[config.mk]
export PLATFORM = sky130hd
export DESIGN_NAME = fraction_reducer_core_flat
export DESIGN_NICKNAME = d
export VERILOG_FILES = /design/src/hw/rtl/fr_pkg.sv /design/src/hw/rtl/fr_in_if.sv /design/src/hw/rtl/fr_out_if.sv /design/src/hw/rtl/fr_ctrl.sv /design/src/hw/rtl/fr_dpath.sv /design/src/hw/rtl/fraction_reducer_core.sv /design/src/flat_wrapper.sv
export VERILOG_INCLUDE_DIRS = /design/src /design/src/hw/rtl
export SDC_FILE = /design/constraint.sdc
export NUM_CORES = 1
export LEC_CHECK = 0
export BUFFER_PORTS_ARGS = -buffer_cell sky130_fd_sc_hd__buf_2
export CORE_MARGIN = 4
export CORE_UTILIZATION = 55
export CTS_CLUSTER_DIAMETER = 40
export DETAILED_ROUTE_END_ITERATION = 6
export HOLD_SLACK_MARGIN = 0.02
export PLACE_DENSITY = 0.74
export SLEW_MARGIN = 20
export SYNTH_ARGS = -nofsm -noshare
export SYNTH_HDL_FRONTEND = slang
export SYNTH_HIERARCHICAL = 1
export SYNTH_SLANG_ARGS = --single-unit
export TNS_END_PERCENT = 5
[constraint.sdc]
create_clock -name clk -period 8.7 [get_ports clk]
set_input_delay 1.74 -clock clk [delete_from_list [all_inputs] [get_ports clk]]
set_output_delay 1.74 -clock clk [all_outputs]
set_load 0.005 [all_outputs]
[src/hw/rtl/fraction_reducer_core_assert.svh]
// assertion macros for the fraction reducer core
`ifndef FRACTION_REDUCER_CORE_ASSERT_SVH
`define FRACTION_REDUCER_CORE_ASSERT_SVH

// same-cycle implication, checked at every rising clock edge out of reset
`define FR_ASSERT_NOW(label, ante, cons, msg) \
  label: assert property (@(posedge clk) disable iff (!rst_n) (ante) |-> (cons)) \
    else $error(msg);

// next-cycle implication, checked at every rising clock edge out of reset
`define FR_ASSERT_NEXT(label, ante, cons, msg) \
  label: assert property (@(posedge clk) disable iff (!rst_n) (ante) |=> (cons)) \
    else $error(msg);

`endif

[src/hw/rtl/fr_pkg.sv]
// shared types and constants of the fraction reducer
package fr_pkg;

  // operand width and derived widths
  localparam int DATA_WIDTH = 32;
  localparam int MAG_W      = DATA_WIDTH - 1;
  localparam int SHIFT_W    = $clog2(MAG_W);
  localparam int CNT_W      = $clog2(MAG_W);

  // controller states
  typedef enum logic [1:0] {
    ST_IDLE,
    ST_GCD,
    ST_DIV,
    ST_HOLD
  } fr_state_t;

  // controller to datapath commands
  typedef struct packed {
    logic load_in;
    logic gcd_step;
    logic div_init;
    logic div_step;
    logic load_out;
  } fr_cmd_t;

  // datapath to controller status
  typedef struct packed {
    logic special;
    logic gcd_done;
    logic div_last;
  } fr_status_t;

endpackage

[src/hw/rtl/fr_in_if.sv]
// input channel: signed numerator and denominator item
interface fr_in_if;
  import fr_pkg::*;

  logic                         valid;
  logic                         ready;
  logic signed [DATA_WIDTH-1:0] numerator;
  logic signed [DATA_WIDTH-1:0] denominator;

  modport source (output valid, output numerator, output denominator, input ready);
  modport sink   (input valid, input numerator, input denominator, output ready);
endinterface

[src/hw/rtl/fr_out_if.sv]
// result channel: reduced fraction item with flags
interface fr_out_if;
  import fr_pkg::*;

  logic                         valid;
  logic                         ready;
  logic signed [DATA_WIDTH-1:0] reduced_numerator;
  logic        [MAG_W-1:0]      reduced_denominator;
  logic                         is_whole;
  logic                         bad_denominator;

  modport source (output valid, output reduced_numerator, output reduced_denominator,
                  output is_whole, output bad_denominator, input ready);
  modport sink   (input valid, input reduced_numerator, input reduced_denominator,
                  input is_whole, input bad_denominator, output ready);
endinterface

[src/hw/rtl/fr_ctrl.sv]
// controller state machine of the fraction reducer
module fr_ctrl (
  input  logic               clk,
  input  logic               rst_n,
  input  logic               in_valid,
  output logic               in_ready,
  output logic               out_valid,
  input  logic               out_ready,
  input  fr_pkg::fr_status_t status,
  output fr_pkg::fr_cmd_t    cmd
);
  import fr_pkg::*;

  fr_state_t state_r, state_nxt;
  logic      out_valid_r, out_valid_nxt;

  // state and output slot registers
  always_ff @(posedge clk) begin
    if (!rst_n) begin
      state_r     <= ST_IDLE;
      out_valid_r <= 1'b0;
    end else begin
      state_r     <= state_nxt;
      out_valid_r <= out_valid_nxt;
    end
  end

  // next state and commands
  always_comb begin
    state_nxt = state_r;
    cmd       = '0;
    in_ready  = 1'b0;
    case (state_r)
      ST_IDLE: begin
        in_ready = 1'b1;
        if (in_valid) begin
          cmd.load_in = 1'b1;
          state_nxt   = ST_GCD;
        end
      end
      ST_GCD: begin
        if (status.special) begin
          state_nxt = ST_HOLD;
        end else if (status.gcd_done) begin
          cmd.div_init = 1'b1;
          state_nxt    = ST_DIV;
        end else begin
          cmd.gcd_step = 1'b1;
        end
      end
      ST_DIV: begin
        cmd.div_step = 1'b1;
        if (status.div_last) begin
          state_nxt = ST_HOLD;
        end
      end
      ST_HOLD: begin
        if (!out_valid_r || out_ready) begin
          cmd.load_out = 1'b1;
          state_nxt    = ST_IDLE;
        end
      end
      default: begin
        state_nxt = ST_IDLE;
      end
    endcase
  end

  // output slot: filled on load, emptied when the item is taken
  always_comb begin
    if (cmd.load_out) begin
      out_valid_nxt = 1'b1;
    end else if (out_ready) begin
      out_valid_nxt = 1'b0;
    end else begin
      out_valid_nxt = out_valid_r;
    end
  end

  assign out_valid = out_valid_r;

endmodule

[src/hw/rtl/fr_dpath.sv]
// datapath of the fraction reducer: binary gcd, two shared-count dividers, result register
module fr_dpath (
  input  logic                                 clk,
  input  fr_pkg::fr_cmd_t                      cmd,
  output fr_pkg::fr_status_t                   status,
  input  logic signed [fr_pkg::DATA_WIDTH-1:0] numerator,
  input  logic signed [fr_pkg::DATA_WIDTH-1:0] denominator,
  output logic signed [fr_pkg::DATA_WIDTH-1:0] reduced_numerator,
  output logic        [fr_pkg::MAG_W-1:0]      reduced_denominator,
  output logic                                 is_whole,
  output logic                                 bad_denominator
);
  import fr_pkg::*;

  // saturated magnitude of a two's complement value
  function automatic logic [MAG_W-1:0] sat_mag(input logic [DATA_WIDTH-1:0] raw);
    logic [DATA_WIDTH-1:0] negv;
    logic [MAG_W-1:0]      res;
    negv = -raw;
    if (!raw[DATA_WIDTH-1]) begin
      res = raw[MAG_W-1:0];
    end else if (raw[MAG_W-1:0] == '0) begin
      res = '1;
    end else begin
      res = negv[MAG_W-1:0];
    end
    return res;
  endfunction

  logic [MAG_W-1:0]   nmag_r, dmag_r;
  logic [MAG_W-1:0]   a_r, b_r;
  logic [SHIFT_W-1:0] k_r;
  logic               sign_r, zero_num_r, zero_den_r;
  logic [MAG_W-1:0]   g_r, rem_n_r, rem_d_r;
  logic [CNT_W-1:0]   cnt_r;
  logic signed [DATA_WIDTH-1:0] res_num_r;
  logic [MAG_W-1:0]   res_den_r;
  logic               res_whole_r, res_bad_r;

  logic [MAG_W-1:0]   in_nmag, in_dmag;
  logic [MAG_W:0]     ab_diff;
  logic [MAG_W:0]     trial_n, trial_d, diff_n, diff_d;
  logic [DATA_WIDTH-1:0] num_ext;

  assign in_nmag = sat_mag(numerator);
  assign in_dmag = sat_mag(denominator);
  assign ab_diff = {1'b0, a_r} - {1'b0, b_r};

  // restoring division trial subtracts, both against the same divisor
  assign trial_n = {rem_n_r, nmag_r[MAG_W-1]};
  assign trial_d = {rem_d_r, dmag_r[MAG_W-1]};
  assign diff_n  = trial_n - {1'b0, g_r};
  assign diff_d  = trial_d - {1'b0, g_r};

  assign num_ext = {1'b0, nmag_r};

  // status back to the controller
  assign status.special  = zero_num_r | zero_den_r;
  assign status.gcd_done = (a_r == '0) || (b_r == '0);
  assign status.div_last = (cnt_r == '0);

  // operand capture and binary gcd steps
  always_ff @(posedge clk) begin
    if (cmd.load_in) begin
      nmag_r     <= in_nmag;
      dmag_r     <= in_dmag;
      a_r        <= in_nmag;
      b_r        <= in_dmag;
      k_r        <= '0;
      sign_r     <= numerator[DATA_WIDTH-1] ^ denominator[DATA_WIDTH-1];
      zero_num_r <= (in_nmag == '0);
      zero_den_r <= (in_dmag == '0);
    end else if (cmd.gcd_step) begin
      if (!a_r[0] && !b_r[0]) begin
        a_r <= a_r >> 1;
        b_r <= b_r >> 1;
        k_r <= k_r + SHIFT_W'(1);
      end else if (!a_r[0]) begin
        a_r <= a_r >> 1;
      end else if (!b_r[0]) begin
        b_r <= b_r >> 1;
      end else if (!ab_diff[MAG_W]) begin
        a_r <= ab_diff[MAG_W:1];
      end else begin
        b_r <= MAG_W'(({1'b0, b_r} - {1'b0, a_r}) >> 1);
      end
    end else if (cmd.div_step) begin
      // dividends shift out as quotient bits shift in
      nmag_r <= {nmag_r[MAG_W-2:0], ~diff_n[MAG_W]};
      dmag_r <= {dmag_r[MAG_W-2:0], ~diff_d[MAG_W]};
    end
  end

  // divider setup and remainder registers
  always_ff @(posedge clk) begin
    if (cmd.div_init) begin
      g_r     <= MAG_W'((a_r | b_r) << k_r);
      rem_n_r <= '0;
      rem_d_r <= '0;
      cnt_r   <= CNT_W'(MAG_W - 1);
    end else if (cmd.div_step) begin
      rem_n_r <= diff_n[MAG_W] ? trial_n[MAG_W-1:0] : diff_n[MAG_W-1:0];
      rem_d_r <= diff_d[MAG_W] ? trial_d[MAG_W-1:0] : diff_d[MAG_W-1:0];
      cnt_r   <= cnt_r - CNT_W'(1);
    end
  end

  // result register, with zero denominator and zero numerator cases
  always_ff @(posedge clk) begin
    if (cmd.load_out) begin
      if (zero_den_r) begin
        res_num_r   <= '0;
        res_den_r   <= '0;
        res_whole_r <= 1'b0;
        res_bad_r   <= 1'b1;
      end else if (zero_num_r) begin
        res_num_r   <= '0;
        res_den_r   <= MAG_W'(1);
        res_whole_r <= 1'b1;
        res_bad_r   <= 1'b0;
      end else begin
        res_num_r   <= sign_r ? -num_ext : num_ext;
        res_den_r   <= dmag_r;
        res_whole_r <= (dmag_r == MAG_W'(1));
        res_bad_r   <= 1'b0;
      end
    end
  end

  assign reduced_numerator   = res_num_r;
  assign reduced_denominator = res_den_r;
  assign is_whole            = res_whole_r;
  assign bad_denominator     = res_bad_r;

endmodule

[src/hw/rtl/fraction_reducer_core.sv]
// fraction reducer top level: controller, datapath and assertions
//
// Usage: offer a signed numerator/denominator item on in_ch (valid/ready); the
// fraction in lowest terms comes back as one item on out_ch, sign on the
// numerator, denominator positive. A zero numerator gives 0/1 with is_whole; a
// zero denominator sets bad_denominator with all other fields zero. The most
// negative input value is treated as its positive neighbor negated.
// Timing: one item is in work at a time. After acceptance, the binary gcd runs
// one step per cycle (each step shortens an operand by at least one bit), then
// the divider is set up, then both divisions by the gcd run together in the
// restoring divider, one quotient bit per cycle, then the result register is
// loaded; the zero cases skip the divider. The next item can be accepted in
// the cycle after the load.
// in_ch.ready is high only when no item is in work; the next item can be taken
// while the previous result still sits in the output register.
// Stall: if out_ch.ready stays low, a finished item waits inside until the
// output register frees; out_ch holds its item steady until taken.
// Reset: synchronous active-low rst_n empties the block; nothing is in work
// and out_ch.valid is low afterward.
module fraction_reducer_core (
  input logic      clk,
  input logic      rst_n,
  fr_in_if.sink    in_ch,
  fr_out_if.source out_ch
);
  import fr_pkg::*;

  fr_cmd_t    cmd;
  fr_status_t status;

  // sequencing
  fr_ctrl u_ctrl (
    .clk       (clk),
    .rst_n     (rst_n),
    .in_valid  (in_ch.valid),
    .in_ready  (in_ch.ready),
    .out_valid (out_ch.valid),
    .out_ready (out_ch.ready),
    .status    (status),
    .cmd       (cmd)
  );

  // arithmetic
  fr_dpath u_dpath (
    .clk                 (clk),
    .cmd                 (cmd),
    .status              (status),
    .numerator           (in_ch.numerator),
    .denominator         (in_ch.denominator),
    .reduced_numerator   (out_ch.reduced_numerator),
    .reduced_denominator (out_ch.reduced_denominator),
    .is_whole            (out_ch.is_whole),
    .bad_denominator     (out_ch.bad_denominator)
  );

  // checks
  `include "fraction_reducer_core_assert.svh"

  `FR_ASSERT_NEXT(a_busy_after_accept, in_ch.valid && in_ch.ready, !in_ch.ready, "input taken while busy")
  `FR_ASSERT_NEXT(a_load_fills_slot, cmd.load_out, out_ch.valid, "loaded item not offered")
  `FR_ASSERT_NOW(a_bad_fields_zero, out_ch.valid && out_ch.bad_denominator, (out_ch.reduced_denominator == '0) && !out_ch.is_whole && (out_ch.reduced_numerator == '0), "error item with nonzero fields")
  `FR_ASSERT_NOW(a_good_den_nonzero, out_ch.valid && !out_ch.bad_denominator, out_ch.reduced_denominator != '0, "zero denominator in good item")

endmodule
[src/flat_wrapper.sv]
// flat-port wrapper written by rule: the top's interface ports become plain ports
module fraction_reducer_core_flat import fr_pkg::*;
  (clk, rst_n, in_ch_valid, in_ch_numerator, in_ch_denominator, in_ch_ready, out_ch_valid, out_ch_reduced_numerator, out_ch_reduced_denominator, out_ch_is_whole, out_ch_bad_denominator, out_ch_ready);
  fr_in_if in_ch_i ();
  fr_out_if out_ch_i ();
  input logic clk;
  input logic rst_n;
  input wire logic [$bits(in_ch_i.valid)-1:0] in_ch_valid;
  input wire logic [$bits(in_ch_i.numerator)-1:0] in_ch_numerator;
  input wire logic [$bits(in_ch_i.denominator)-1:0] in_ch_denominator;
  output wire logic [$bits(in_ch_i.ready)-1:0] in_ch_ready;
  output wire logic [$bits(out_ch_i.valid)-1:0] out_ch_valid;
  output wire logic [$bits(out_ch_i.reduced_numerator)-1:0] out_ch_reduced_numerator;
  output wire logic [$bits(out_ch_i.reduced_denominator)-1:0] out_ch_reduced_denominator;
  output wire logic [$bits(out_ch_i.is_whole)-1:0] out_ch_is_whole;
  output wire logic [$bits(out_ch_i.bad_denominator)-1:0] out_ch_bad_denominator;
  input wire logic [$bits(out_ch_i.ready)-1:0] out_ch_ready;
  assign in_ch_i.valid = in_ch_valid;
  assign in_ch_i.numerator = in_ch_numerator;
  assign in_ch_i.denominator = in_ch_denominator;
  assign in_ch_ready = in_ch_i.ready;
  assign out_ch_valid = out_ch_i.valid;
  assign out_ch_reduced_numerator = out_ch_i.reduced_numerator;
  assign out_ch_reduced_denominator = out_ch_i.reduced_denominator;
  assign out_ch_is_whole = out_ch_i.is_whole;
  assign out_ch_bad_denominator = out_ch_i.bad_denominator;
  assign out_ch_i.ready = out_ch_ready;
  fraction_reducer_core u_core (.clk(clk), .rst_n(rst_n), .in_ch(in_ch_i), .out_ch(out_ch_i));
endmodule
==> results.py, run 1 <==
metrics = {
    "power": {
        "p_per_area_nw_per_um2": 445,
        "ir_drop_mv": 0.235,
        "power.leakage_nw": 10.4,
        "finalPower_mw": 11.6,
    },
    "setup_path": {
        "crit_type": "reg2reg",
        "endpoint_kind": "register",
        "slowest_stage": "a221oi_1",
        "r2r_end": "u_core/u_dpath/b_r[10]$_DFFE_PP_",
        "reg2reg_depth": 13,
        "cp_cell_sequence": "inv_1 > ha_1 > inv_1 > a21oi_1 > o21bai_1 > a221oi_1 > o221ai_1 > a41o_1 > a31oi_1 > o21ai_2 > and2_1 > a21boi_2 > buf_4",
        "startpoint_type": "register",
        "rrSetupSlack_ns": 3.51,
        "critPathMostFrequentCell": "inv_1",
        "cp_max_fo": 19,
        "critical_path_arrival_ns": 5.48,
        "r2r-start": "u_core/u_dpath/a_r[1]$_DFFE_PP_",
        "required_ns": 8.99,
        "cpPeakStageDelay_ns": 0.63,
    },
    "yosys": {
        "syn_nets": 2868,
        "ys_seq_area_frac": 0.354,
        "avgSynthCellArea_sq_um": 8.78,
        "synth_area_leaders": "edfxtp_1 (29%), ha_1 (8.7%), dfxtp_1 (6.5%)",
        "synth_common_cells": "nor2_1 (310), nand2_1 (228), edfxtp_1 (223)",
        "yosys.area.top_type": "edfxtp_1",
        "yosysMostFrequentCell": "nor2_1",
        "postSynthCellCount": 2635,
        "synth_enable_flop_cells": 223,
        "synthFlopType": "edfxtp_1",
        "synth_top_area_share": 0.289,
        "synth_warnings": 6,
        "yosys.cell_types.count": 92,
        "syn_area_sq_um": 23100,
        "async_flop_share": 0,
        "ys_ff_latch": 298,
    },
    "sta": {
        "tightest_slew_ns": 1.05,
        "hold_viol": 0,
        "maxSlewHeadroom": 0.291,
        "hold_slack_ns": 0.497,
        "rsz0062_at_grt": "no",
        "fin_crit_sh": 0.597,
        "setup_tns_ns": 0,
        "finalClockSkew_ns": 0.0273,
        "finalSetupViolCount": 0,
        "fmax_mhz": 193,
        "drv_slew": 0,
        "period_needed_ns": 5.19,
    },
    "cells_and_area": {
        "syn_to_final_growth_pct": 12.4,
        "layout.nets": 2942,
        "fillers": 3561,
        "insertedDiodeCount": 0,
        "stdcell_area_sq_um": 26000,
        "fin_cells": 3288,
        "regArea_sq_um": 8200,
        "drive_gt1_frac": 0.126,
        "multi_input_area_sq_um": 13800,
    },
    "cts": {
        "cts-root-buf": "clkbuf_16",
        "cts_buffers": 56,
        "cts_resized": 0,
        "clk_path_buf_depth": 3,
        "cts_setup_buffers": 0,
        "cts_tree": "done",
        "path_clk_slew_ns": 0.06,
        "insertion_delay_ns": 0.61,
        "cts.sinks": 298,
        "hold_buffers": 0,
        "htreeDepth": 2,
    },
    "placement": {
        "io_buffers": 134,
        "finalWeightedCongestion": 1.01,
        "placed_cells": 3183,
        "postPlaceCellArea_sq_um": 24100,
        "dp_hpwl_um": 54600,
    },
    "worst_hold_path": {
        "hold_path.class": "reg2reg",
        "worstHoldStart": "u_core/u_dpath/rem_n_r[1]$_SDFFE_PP0P_",
        "min_path_cells": 2,
        "hold_end": "u_core/u_dpath/rem_n_r[1]$_SDFFE_PP0P_",
    },
    "flow_run": {
        "max_cap_violations": 0,
    },
    "global_routing": {
        "grt_pass1_wl_um": 110000,
        "grt_usage": 0.306,
        "antenna_found_initial": 2,
        "grt_max_degree": 132,
        "grt_pass1_vias": 19000,
        "grt_overflow_total": 0,
    },
    "floorplanning": {
        "coreArea_sq_um": 41200,
        "ios": 135,
        "fp-row-count": 74,
        "start_util": 0.562,
        "die-area_sq_um": 45400,
        "die_y_um": 213,
        "die_w_um": 213,
    },
    "routing": {
        "drc": 0,
        "first_iter_violations": 2020,
        "wire_per_inst_um": 21.8,
        "dr.pass1.iters": 5,
        "drt-total-wl_um": 71500,
        "vias": 20500,
        "viasPerCell": 6.23,
        "antenna_left": 0,
    },
    "status": {
        "status": "finished, final reports clean",
    },
}
## power breakdown
part	internal (mW)	total [mW]	leakage, nW	switching [mW]
Clock	1.33	2.15	0.907	0.820
Combinational	2.49	6.61	6.74	4.12
Sequential	2.28	2.82	2.72	0.541
Total	6.10	11.6	10.4	5.48
## registers in the layout (all words and copies together) (netlist names), 31 cells and up
signal	cells
u_core/u_dpath/rem_d_r	31
u_core/u_dpath/nmag_r	31
u_core/u_dpath/b_r	31
u_core/u_dpath/rem_n_r	31
u_core/u_dpath/dmag_r	31
u_core/u_dpath/a_r	31
u_core/u_dpath/reduced_numerator	32
u_core/u_dpath/g_r	31
u_core/u_dpath/reduced_denominator	31
## cells by family after synthesis
logic type | after synthesis | share of synthesized area
multiplexers | 66 | 0.0388
adder cells (fa/ha/maj) | 165 | 0.0905
AND/OR/NAND/NOR | 868 | 0.178
flip-flops | 298 | 0.354
XOR/XNOR | 205 | 0.0782
AO/OA/AOI/OAI | 721 | 0.209
buffers and inverters | 312 | 0.0516
## worst max-delay path, delay by kind of cell, from the launching register on
kind	cells	cell delay [ns]
AO/OA/AOI/OAI	8	2.94
adder cells (fa/ha/maj)	1	0.33
flip-flops	1	0.51
buffers and inverters	3	0.60
AND/OR/NAND/NOR	1	0.45
## per-stage QoR
step,worst slack [ns],utilization
floorplan,3.11,-
global placement,3.54,0.586
detailed placement,3.55,0.586
CTS,3.63,0.631
global route,3.21,0.631
finish,3.51,0.631
## layout make-up
type / instances / share of cell area
Multi-Input combinational cell: 2025 / 0.531
Sequential cell: 298 / 0.315
Clock buffer: 63 / 0.0549
Timing Repair Buffer: 156 / 0.0323
Tap cell: 532 / 0.0256
Inverter: 172 / 0.0248
Clock inverter: 42 / 0.0168
## worst max-delay path by stage
stage                                     from                               end  slack [ns]  cells after the start
2_1_floorplan  u_core/u_dpath/a_r[1]$_DFFE_PP_  u_core/u_dpath/b_r[10]$_DFFE_PP_        3.11                     13
3_3_place_gp               in_ch_numerator[14]   u_core/u_dpath/a_r[4]$_DFFE_PP_        3.54                      8
3_5_place_dp                in_ch_numerator[7]  u_core/u_dpath/a_r[14]$_DFFE_PP_        3.55                      8
4_1_cts        u_core/u_dpath/a_r[1]$_DFFE_PP_   u_core/u_dpath/b_r[6]$_DFFE_PP_        3.63                     13
5_1_grt        u_core/u_dpath/a_r[1]$_DFFE_PP_  u_core/u_dpath/b_r[10]$_DFFE_PP_        3.21                     13
6_report       u_core/u_dpath/a_r[1]$_DFFE_PP_  u_core/u_dpath/b_r[10]$_DFFE_PP_        3.51                     13
## layer usage
metal  global-route usage  wire length (um)  up-vias
met3               0.0632              6170      137
li1                     -                 -     9742
met1                0.446             31800     9766
met2                0.463             31200      820
met4               0.0949              2300        4
met5                    0                27        -
## cell usage in the layout (no fill, tap or decap), types with 90 or more instances in the layout
master | netlist | routed
xor2_1 | 91 | 90
a21oi_1 | 206 | 206
buf_2 | 6 | 134
nor2_1 | 310 | 309
xnor2_1 | 112 | 111
edfxtp_1 | 223 | 223
nand2_1 | 228 | 228
inv_1 | 166 | 166
o21ai_0 | 122 | 122
ha_1 | 161 | 160
Power figures use the tool's default switching activity.
==> inputs of run 2 (changes only) <==
- ABC_AREA: unset -> 1
- clock period: 8.7 -> 5.34 ns (I/O delays scaled with it)
==> results.py, run 2 <==
metrics = {
    "status": {
        "status": "finished, final reports clean",
    },
    "cts": {
        "cts.sinks": 298,
        "cts_tree": "done",
        "htreeDepth": 2,
        "insertion_delay_ns": 0.60,
        "cts_setup_buffers": 0,
        "cts-root-buf": "clkbuf_16",
        "cts_buffers": 50,
        "clk_path_buf_depth": 3,
        "hold_buffers": 0,
        "path_clk_slew_ns": 0.05,
        "cts_resized": 0,
    },
    "yosys": {
        "yosys.cell_types.count": 54,
        "postSynthCellCount": 4079,
        "synth_top_area_share": 0.250,
        "synth_area_leaders": "edfxtp_1 (25%), nand2_1 (17%), inv_1 (8.1%)",
        "syn_nets": 4312,
        "avgSynthCellArea_sq_um": 6.56,
        "ys_seq_area_frac": 0.306,
        "yosys.area.top_type": "edfxtp_1",
        "synthFlopType": "edfxtp_1",
        "synth_warnings": 6,
        "synth_enable_flop_cells": 223,
        "yosysMostFrequentCell": "nand2_1",
        "synth_common_cells": "nand2_1 (1247), inv_1 (578), nor2_1 (431)",
        "async_flop_share": 0,
        "syn_area_sq_um": 26800,
        "ys_ff_latch": 298,
    },
    "setup_path": {
        "startpoint_type": "register",
        "cp_max_fo": 62,
        "endpoint_kind": "register",
        "required_ns": 5.55,
        "critical_path_arrival_ns": 3.66,
        "crit_type": "reg2reg",
    },
    "sta": {
        "drv_slew": 0,
        "rsz0062_at_grt": "no",
        "finalSetupViolCount": 0,
        "tightest_slew_ns": 1.22,
        "maxSlewHeadroom": 0.164,
        "hold_slack_ns": 0.483,
        "finalClockSkew_ns": 0.0231,
        "hold_viol": 0,
        "fin_crit_sh": 0.647,
        "setup_tns_ns": 0,
        "fmax_mhz": 289,
        "period_needed_ns": 3.46,
    },
    "routing": {
        "first_iter_violations": 2703,
        "top_layer_used": "met5",
        "wl_met3_um": 6120,
        "drt-total-wl_um": 94800,
        "wire_per_inst_um": 19.7,
        "vias": 27300,
        "wl_met1_um": 38800,
        "viasPerCell": 5.66,
        "dr_wl_met2_um": 44200,
        "dr.pass1.iters": 6,
        "antenna_left": 0,
        "drc": 0,
    },
    "cells_and_area": {
        "insertedDiodeCount": 0,
        "final_common_cell": "nand2_1",
        "mostFrequentLayoutCells": "nand2_1 (1247), inv_1 (576), nor2_1 (431), nand3_1 (281), o21ai_0 (245)",
        "largest_reg_flops": 32,
        "drive_gt1_frac": 0.0910,
        "syn_to_final_growth_pct": 10.2,
        "layout.nets": 4399,
    },
    "power": {
        "p_sw_frac": 0.531,
        "p_comb_frac": 0.618,
        "ir_drop_mv": 0.299,
        "clkPwrFrac": 0.157,
        "p_per_area_nw_per_um2": 700,
        "power.leakage_nw": 14.7,
        "p_switching_mw": 11.0,
        "intPower_mw": 9.69,
        "seq_power_share": 0.225,
    },
    "placement": {
        "io_buffers": 134,
        "dp_hpwl_um": 75300,
        "finalWeightedCongestion": 1.04,
    },
    "floorplanning": {
        "die_w_um": 229,
        "die_y_um": 229,
        "die-area_sq_um": 52300,
        "fp-row-count": 80,
        "coreArea_sq_um": 47900,
        "ios": 135,
        "start_util": 0.558,
    },
    "global_routing": {
        "grt_max_degree": 98,
        "grt_pass1_vias": 25600,
        "grt_overflow_total": 0,
        "grt_pass1_wl_um": 145000,
        "antenna_found_initial": 1,
        "grt_usage": 0.349,
    },
    "worst_hold_path": {
        "hold_path.class": "reg2reg",
    },
    "flow_run": {
        "max_cap_violations": 0,
    },
}
-- run 2: changes by cell type in the layout (fill, tap and decap cells not counted), moves of 43 or more --
cell	before	now
nand2_1	228	1247
nand3_2	1	44
o21ai_0	122	245
a311oi_1	54	0
xnor2_1	111	36
nand3_1	41	281
inv_1	166	576
nor2_1	309	431
and2_1	54	1
-- run 2: kinds of logic (layout without fill, tap and decap cells) --
kind of cell / count (synthesis) / after routing / share of synthesized area
simple gates: 2204 / 2204 / 0.354
compound gates: 585 / 585 / 0.118
buf+inv: 721 / 849 / 0.108
mux: 20 / 20 / 0.00748
fa+ha+maj: 165 / 165 / 0.0783
xor+xnor: 86 / 86 / 0.0281
flops: 298 / 298 / 0.306
-- run 2: final cells by class --
class / count / area [sq um]
Tap cell: 615 / 769
Inverter: 600 / 2250
Timing Repair Buffer: 156 / 848
Multi-Input combinational cell: 3060 / 15700
Sequential cell: 298 / 8200
Clock inverter: 40 / 400
Clock buffer: 53 / 1280
Fill cell: 4630 / 18500
-- run 2: power groups by stage --
stage                     logic [mW]  registers, mW  clock network [mW]
after global routing            14.0           4.71                3.39
after global placement          12.4           4.62                   0
after detailed placement        12.4           4.63                   0
after CTS                       12.5           4.60                3.28
final                           12.8           4.65                3.23
after floorplan                 8.93           4.33                   0
-- run 2: final timing paths --
path / start / end / slack, ns / depth (start not counted)
max: u_core/u_dpath/b_r[27]$_DFFE_PP_ / u_core/u_dpath/nmag_r[3]$_DFFE_PP_ / 1.88 / 8
min: u_core/u_dpath/rem_d_r[6]$_SDFFE_PP0P_ / u_core/u_dpath/rem_d_r[6]$_SDFFE_PP0P_ / 0.48 / 2
max reg2reg: u_core/u_dpath/b_r[27]$_DFFE_PP_ / u_core/u_dpath/nmag_r[3]$_DFFE_PP_ / 1.88 / 8
min reg2reg: u_core/u_dpath/rem_d_r[6]$_SDFFE_PP0P_ / u_core/u_dpath/rem_d_r[6]$_SDFFE_PP0P_ / 0.48 / 2
-- run 2: critical path: stages, from the launching register on --
cell and delay (ns):
edfxtp_1 0.45, nor4_1 0.45, nand4_1 0.28, o41ai_1 0.73, nor2_2 0.07, nand2_2 0.11, inv_1 0.09, o21ai_4 0.14
buf_4 0.68
-- run 2: metal layers --
metal  vias up  track usage
met5         -            0
met4         2        0.187
met3       232       0.0432
met2      1037        0.584
met1     12600        0.442
li1      13400            -
-- run 2: metrics by stage --
stage | total power [mW] | cells | utilization | worst slack [ns] | instance area (sq um)
final | 20.6 | 4822 | 0.615 | 1.88 | 29500
after detailed placement | 17.0 | 4729 | 0.580 | 1.79 | 27800
after floorplan | 13.3 | 4079 | - | 0.546 | 26800
after global routing | 22.1 | 4822 | 0.615 | 1.80 | 29500
after global placement | 17.0 | 4729 | 0.580 | 1.86 | 27800
after CTS | 20.3 | 4822 | 0.615 | 1.98 | 29500
